--- config.mk ---
export PLATFORM = sky130hd
export DESIGN_NAME = trdiv_rem
export DESIGN_NICKNAME = d
export VERILOG_FILES = /design/src/hdl/trdiv_pkg.sv /design/src/hdl/trdiv_rem.sv
export SDC_FILE = /design/constraint.sdc
export NUM_CORES = 1
export LEC_CHECK = 0
export ABC_CLOCK_PERIOD_IN_PS = 3600
export BUFFER_PORTS_ARGS = -buffer_cell sky130_fd_sc_hd__buf_2
export CORE_MARGIN = 5
export CORE_UTILIZATION = 45
export DETAILED_ROUTE_END_ITERATION = 12
export GPL_TIMING_DRIVEN = 0
export PLACE_DENSITY = 0.61
export REMOVE_ABC_BUFFERS = 1
export SLEW_MARGIN = 40
export SYNTH_ARGS = -nofsm -noshare
export SYNTH_HDL_FRONTEND = slang
export SYNTH_SLANG_ARGS = --single-unit
--- constraint.sdc ---
create_clock -name clock -period 3.6 [get_ports clock]
set_clock_uncertainty 0.15 [all_clocks]
set_input_delay 0.72 -clock clock [delete_from_list [all_inputs] [get_ports clock]]
set_output_delay 0.72 -clock clock [all_outputs]
set_load 0.02 [all_outputs]
--- src/hdl/trdiv_pkg.sv ---
// Shared constants and types for the trial division primality tester.
`timescale 1ns / 1ps
package trdiv_pkg;

   localparam int NUMBER_WIDTH_DEF = 20;
   localparam int FIRST_DIVISOR = 2;
   localparam int RSP_DATA_WIDTH = 8;

   typedef enum logic [2:0] {
      ST_IDLE,
      ST_CHECK,
      ST_DIVIDE,
      ST_DONE
   } state_type;

   typedef struct packed {
      logic start;
      logic advance;
      logic init;
   } ctrl_type;

endpackage

--- src/hdl/trdiv_rem.sv ---
// Bit-serial restoring remainder unit, one dividend bit per cycle.
`timescale 1ns / 1ps
module trdiv_rem #(
   parameter int NUMBER_WIDTH = trdiv_pkg::NUMBER_WIDTH_DEF
) (
   input  logic                    clock,
   input  logic                    reset,
   input  logic                    start,
   input  logic [NUMBER_WIDTH-1:0] dividend,
   input  logic [NUMBER_WIDTH-1:0] divisor,
   output logic                    done,
   output logic                    rem_zero
);
   import trdiv_pkg::*;

   localparam int CW = $clog2(NUMBER_WIDTH);

   logic                    busy_ff, busy_in;
   logic                    done_ff, done_in;
   logic [CW-1:0]           cnt_ff, cnt_in;
   logic [NUMBER_WIDTH-1:0] shift_ff, shift_in;
   logic [NUMBER_WIDTH-1:0] div_ff, div_in;
   logic [NUMBER_WIDTH-1:0] rem_ff, rem_in;
   logic [NUMBER_WIDTH:0]   trial;
   logic [NUMBER_WIDTH:0]   diff;

   assign trial = {rem_ff, shift_ff[NUMBER_WIDTH-1]};
   assign diff  = trial - {1'b0, div_ff};

   always_comb begin
      busy_in  = busy_ff;
      done_in  = 1'b0;
      cnt_in   = cnt_ff;
      shift_in = shift_ff;
      div_in   = div_ff;
      rem_in   = rem_ff;
      if (start) begin
         busy_in  = 1'b1;
         cnt_in   = '0;
         shift_in = dividend;
         div_in   = divisor;
         rem_in   = '0;
      end else if (busy_ff) begin
         shift_in = {shift_ff[NUMBER_WIDTH-2:0], 1'b0};
         if (trial >= {1'b0, div_ff}) begin
            rem_in = diff[NUMBER_WIDTH-1:0];
         end else begin
            rem_in = trial[NUMBER_WIDTH-1:0];
         end
         cnt_in = cnt_ff + 1'b1;
         if (cnt_ff == CW'(NUMBER_WIDTH - 1)) begin
            busy_in = 1'b0;
            done_in = 1'b1;
         end
      end
   end

   always_ff @(posedge clock) begin
      if (reset) begin
         busy_ff <= 1'b0;
         done_ff <= 1'b0;
      end else begin
         busy_ff <= busy_in;
         done_ff <= done_in;
      end
      cnt_ff   <= cnt_in;
      shift_ff <= shift_in;
      div_ff   <= div_in;
      rem_ff   <= rem_in;
   end

   assign done     = done_ff;
   assign rem_zero = (rem_ff == '0);

endmodule

After elaboration in Yosys (flattened, before gate mapping). Index checks and enable logic that the tools add are counted. W data, S select, Z words.

Output and inout port bits: 2. Register bits: 67. Logic and storage cells: 21. Bits of input ports: 43.

Magnitude comparators: 1. Muxes and demuxes: 7. Add/subtract/negate cells: 2. Reduce and logical (&&, ||, !) cells: 3. Equality and inequality tests: 1. Bitwise logic cells: 1.

Operators by type and width (count): $mux W20 (3); $ge A21 B20 Y1 (1); $logic_not A20 Y1 (1); $sub A20 B20 Y20 (1); $add A5 B1 Y5 const B (1); $eq A5 B5 Y1 const B (1); $mux W1 (4); $reduce_or A3 Y1 (1); $reduce_bool A2 Y1 (1); $not A1 Y1 (1).

Longest topological paths before layout.
Depth in word-level cells: 4. Mapped depth: 11.

Least setup slack after synthesis. No wires, ideal clock.

Path kind: register to register. From: register shift_ff[19]. To: register rem_ff[14]. Setup slack: 0.939 ns. Data arrival time: 2.395 ns. Buffers on the path: 0. Stages on the path, launching flop included: 12. Library setup time: 0.116 ns. Required time: 3.334 ns. Path through: edfxtp_1 > inv_1 > ha_1 > inv_1 > fa_1 > a211oi_1 > o211ai_1 > a21boi_0 > o21ai_0 > a21boi_0 > xnor2_1 > a31o_2.

Word-level cells in the longest chain between the ends: 2. Elaborated cells between the ends (all ways): 3. Classes of those cells: add/sub (1); order compare (1); mux (1).

Ends and longest elaborated chain: start: declaration (RTL line trdiv_rem.sv:21) `logic [NUMBER_WIDTH-1:0] shift_ff, shift_in;`; start signal: assignment (RTL line trdiv_rem.sv:67) `shift_ff <= shift_in;`; $sub A20 B20 Y20 / $ge A21 B20 Y1 (equally long branches) (RTL line trdiv_rem.sv:28, trdiv_rem.sv:45); $mux W20 (*) (RTL line trdiv_rem.sv:45) `if (trial >= {1'b0, div_ff}) begin`; end signal: assignment (RTL line trdiv_rem.sv:69) `rem_ff <= rem_in;`; end: declaration (RTL line trdiv_rem.sv:23) `logic [NUMBER_WIDTH-1:0] rem_ff, rem_in;`.

Every way passes the cells marked *; elsewhere a longest branch is shown, timed or not. A chain may end at the register's enable or synchronous reset.

Worst setup path in the final report. Ends and elaborated chain as after synthesis.

==> impl_metrics.csv <==
group,metric,value,unit
status,status,"completed",
drt,vias,2847,
logic_synthesis,synthArstFlopShare,0,%
cts,ctsHoldBuffers,0,
layout,final_common_cell,"buf_2",
floorplan,die_area,10600,µm²
drt,drt.antenna.violating_nets,0,
drt,met3RoutedLength,449,µm
grt,gr-usage-all-layers,17.0,%
cts,cts_post_setup_buffers_inserted,0,
drt,drt-vias-per-instance,5.46,
grt,grt_start_max_net_pins,56,
layout,finish.net_count,476,
layout,areaGrowthSynthToFinish,12.1,%
drt,routed.top_layer,"met4",
setup_path,arrival,3.53,ns
drt,met1Wirelength,3.91,mm
floorplan,io-pin-count,45,
logic_synthesis,synth.avg_cell_area,10.5,µm²
timing,finalSetupViolCount,0,
timing,final.hold.worst_slack,0.364,ns
layout,antenna-diode-count,0,
drt,drcViolationCount,0,
timing,achievable-frequency,0.292,GHz
power_and_ir_drop,ir_worst_vdd,0.205,mV
flow_run,maxCapViolations,0,
floorplan,fp.dieH,103,µm
floorplan,floorplan.initialDensity,46.7,%
timing,final_max_slew_viol_count,0,
logic_synthesis,post_synthesis_cell_area,3880,µm²
layout,drive_gt1_share,23.3,%
cts,cts_resized,0,
placement,dp.final_hpwl,5.67,mm
grt,first_global_vias,2800,
cts,clkSlewWorstSetupHoldPaths,0.08,ns
timing,post-route-period-util,95.0,%
power_and_ir_drop,cellLeakagePower,1.76,nW
logic_synthesis,synthFlopType,"edfxtp_1",
drt,drt_iter0_markers,186,
logic_synthesis,synth_edf_count,40,
layout,final_cell_mix,"buf_2, edfxtp_1, nand2_1",
cts,clk_latency,0.36,ns
setup_path,critical-path-max-stage-delay,0.48,ns
drt,wl_met2,3.51,mm
grt,grt.overflow.total,0,
power_and_ir_drop,power_per_cell_area,412,nW/µm²
cts,clockBufferDepth,2,
setup_path,critical_path.startpoint_type,"register",
drt,routedWlPerCell,15.4,µm
floorplan,area_inside_the_core_boundary,8300,µm²
timing,final_period_minus_worst_setup_slack,3.42,ns
setup_path,critPathCaptureType,"register",
timing,timing.slew.headroom,47.9,%
grt,grt_antenna_before_repair,0,
grt,wire_length_of_the_first_global_routing_pass,13.8,mm
floorplan,chipWidth,103,µm
timing,grt_setup_unrepaired,"no",
timing,max_slew.worst_pin.slew,0.781,ns
logic_synthesis,yosys_warn_count,0,
cts,clock_tree.root_cell,"clkbuf_8",
logic_synthesis,yosysUniqueCellTypes,63,
cts,clock-sinks,67,
setup_path,timing.critical_path.required,3.71,ns
timing,post_route_setup_tns,0,ns
logic_synthesis,synth_sequential_area_ratio,44.9,%
drt,finalWirelength,8.04,mm
layout,layout.core_utilization,52.4,%
placement,io_buffer_count,44,
setup_path,crit_path_max_fanout,3,
cts,ctsHtreeMaxLevel,3,
setup_path,setup.worst_path.class,"reg -> reg",
setup_path,standard_cell_with_the_maximum_stage_delay_on_the_critical_path,"a21boi_0",
logic_synthesis,ys_ff_latch,67,
min_path,min_path_type,"reg -> reg",
logic_synthesis,number_of_instances_in_the_synthesized_netlist,371,
cts,cts-buffers-inserted,9,
setup_path,critical_path.cell_chain,"inv_1 > ha_1 > inv_1 > fa_1 > a211oi_1 > o211ai_1 > a21boi_0 > o21ai_0 > a21boi_0 > xnor2_1 > a31o_2",
cts,tritoncts,"yes",
placement,gp_congestion,0.886,
timing,hold_violations_final,0,
drt,number_of_detailed_route_iterations_in_the_first_pass,4,
floorplan,rows,33,
metal layers:
metal  track usage, %  vias up
met5                0        -
met4             6.87        0
met3             4.87       15
met2             25.8       66
met1             23.0     1307
li1                 -     1459
per-stage QoR:
step                      power, mW  area (µm²)  worst slack (ns)  cells
after floorplan                1.12        3780             0.728    354
after global placement         1.21        4140           -0.0552    503
after detailed placement       1.21        4160             0.322    505
after CTS                      1.82        4340             0.282    521
after global routing           1.90        4350            0.0411    521
final                          1.79        4350             0.180    521
critical path, delay by kind of cell (launching register included):
| kind | cells | cell delay, ns |
|---|---|---|
| DFF | 1 | 0.37 |
| AOI/OAI and AO/OA | 6 | 1.94 |
| buffers and inverters | 2 | 0.15 |
| xor gates and xnor gates | 1 | 0.11 |
| adders and majority gates | 2 | 0.59 |
state kept, by name, indices dropped and copies added, names as in the netlist:
name      cells
div_ff       20
rem_ff       20
shift_ff     20
cnt_ff        5
busy_ff       1
done          1
report_power, final:
part,internal [mW],switching (mW)
logic,0.131,0.167
clock network,0.261,0.336
registers,0.872,0.0262
area by class of cell:
| cell class | instances | area, µm² |
|---|---|---|
| multi-input combinational | 264 | 1960 |
| clock inverter | 7 | 60.1 |
| clock buffer | 9 | 124 |
| fill | 785 | 3950 |
| sequential | 67 | 1740 |
| tap | 105 | 131 |
| inverter | 23 | 86.3 |
| timing repair buffer | 46 | 241 |
final timing paths:
path | from | end | slack [ns] | cells after the start
worst max register to register | shift_ff[19]$_DFFE_PP_ | rem_ff[14]$_SDFFE_PP0P_ | 0.18 | 11
worst min register to register | rem_ff[3]$_SDFFE_PP0P_ | rem_ff[3]$_SDFFE_PP0P_ | 0.36 | 2
worst min-delay path | rem_ff[3]$_SDFFE_PP0P_ | rem_ff[3]$_SDFFE_PP0P_ | 0.36 | 2
worst max-delay path | shift_ff[19]$_DFFE_PP_ | rem_ff[14]$_SDFFE_PP0P_ | 0.18 | 11
kinds of logic after synthesis:
| kind of cell | Yosys count | synth area share [%] |
|---|---|---|
| buf+inv | 40 | 4.61 |
| xor+xnor | 17 | 3.84 |
| compound gates | 93 | 17.3 |
| flops | 67 | 44.9 |
| simple gates | 99 | 12.9 |
| fa+ha+maj | 22 | 7.29 |
| mux | 33 | 9.13 |
cell usage after synthesis, drive strengths merged, types with 2 or more instances:
master	n	area [µm²]
a211oi	7	52.6
o211ai	5	37.5
ha	21	263
xnor2	8	70.1
a31oi	2	12.5
nand3	7	40.0
a21boi	4	30.0
xor2	9	78.8
clkbuf	6	23.8
a21oi	18	93.8
o21ai	24	120
nor2	26	97.6
nor3	5	25.0
inv	23	86.3
or2	3	18.8
and2	2	12.5
a21o	9	67.6
nand2b	2	12.5
buf	11	68.8
o21a	5	37.5
mux2i	14	140
nor4	8	50.1
a2111oi	3	51.3
a31o	2	17.5
edfxtp	40	1200
nand2	28	105
mux2	19	214
dfxtp	27	541
and4	2	20.0
nor2b	3	18.8
nand4	7	43.8
No activity file was read; power rests on OpenSTA's default activity.
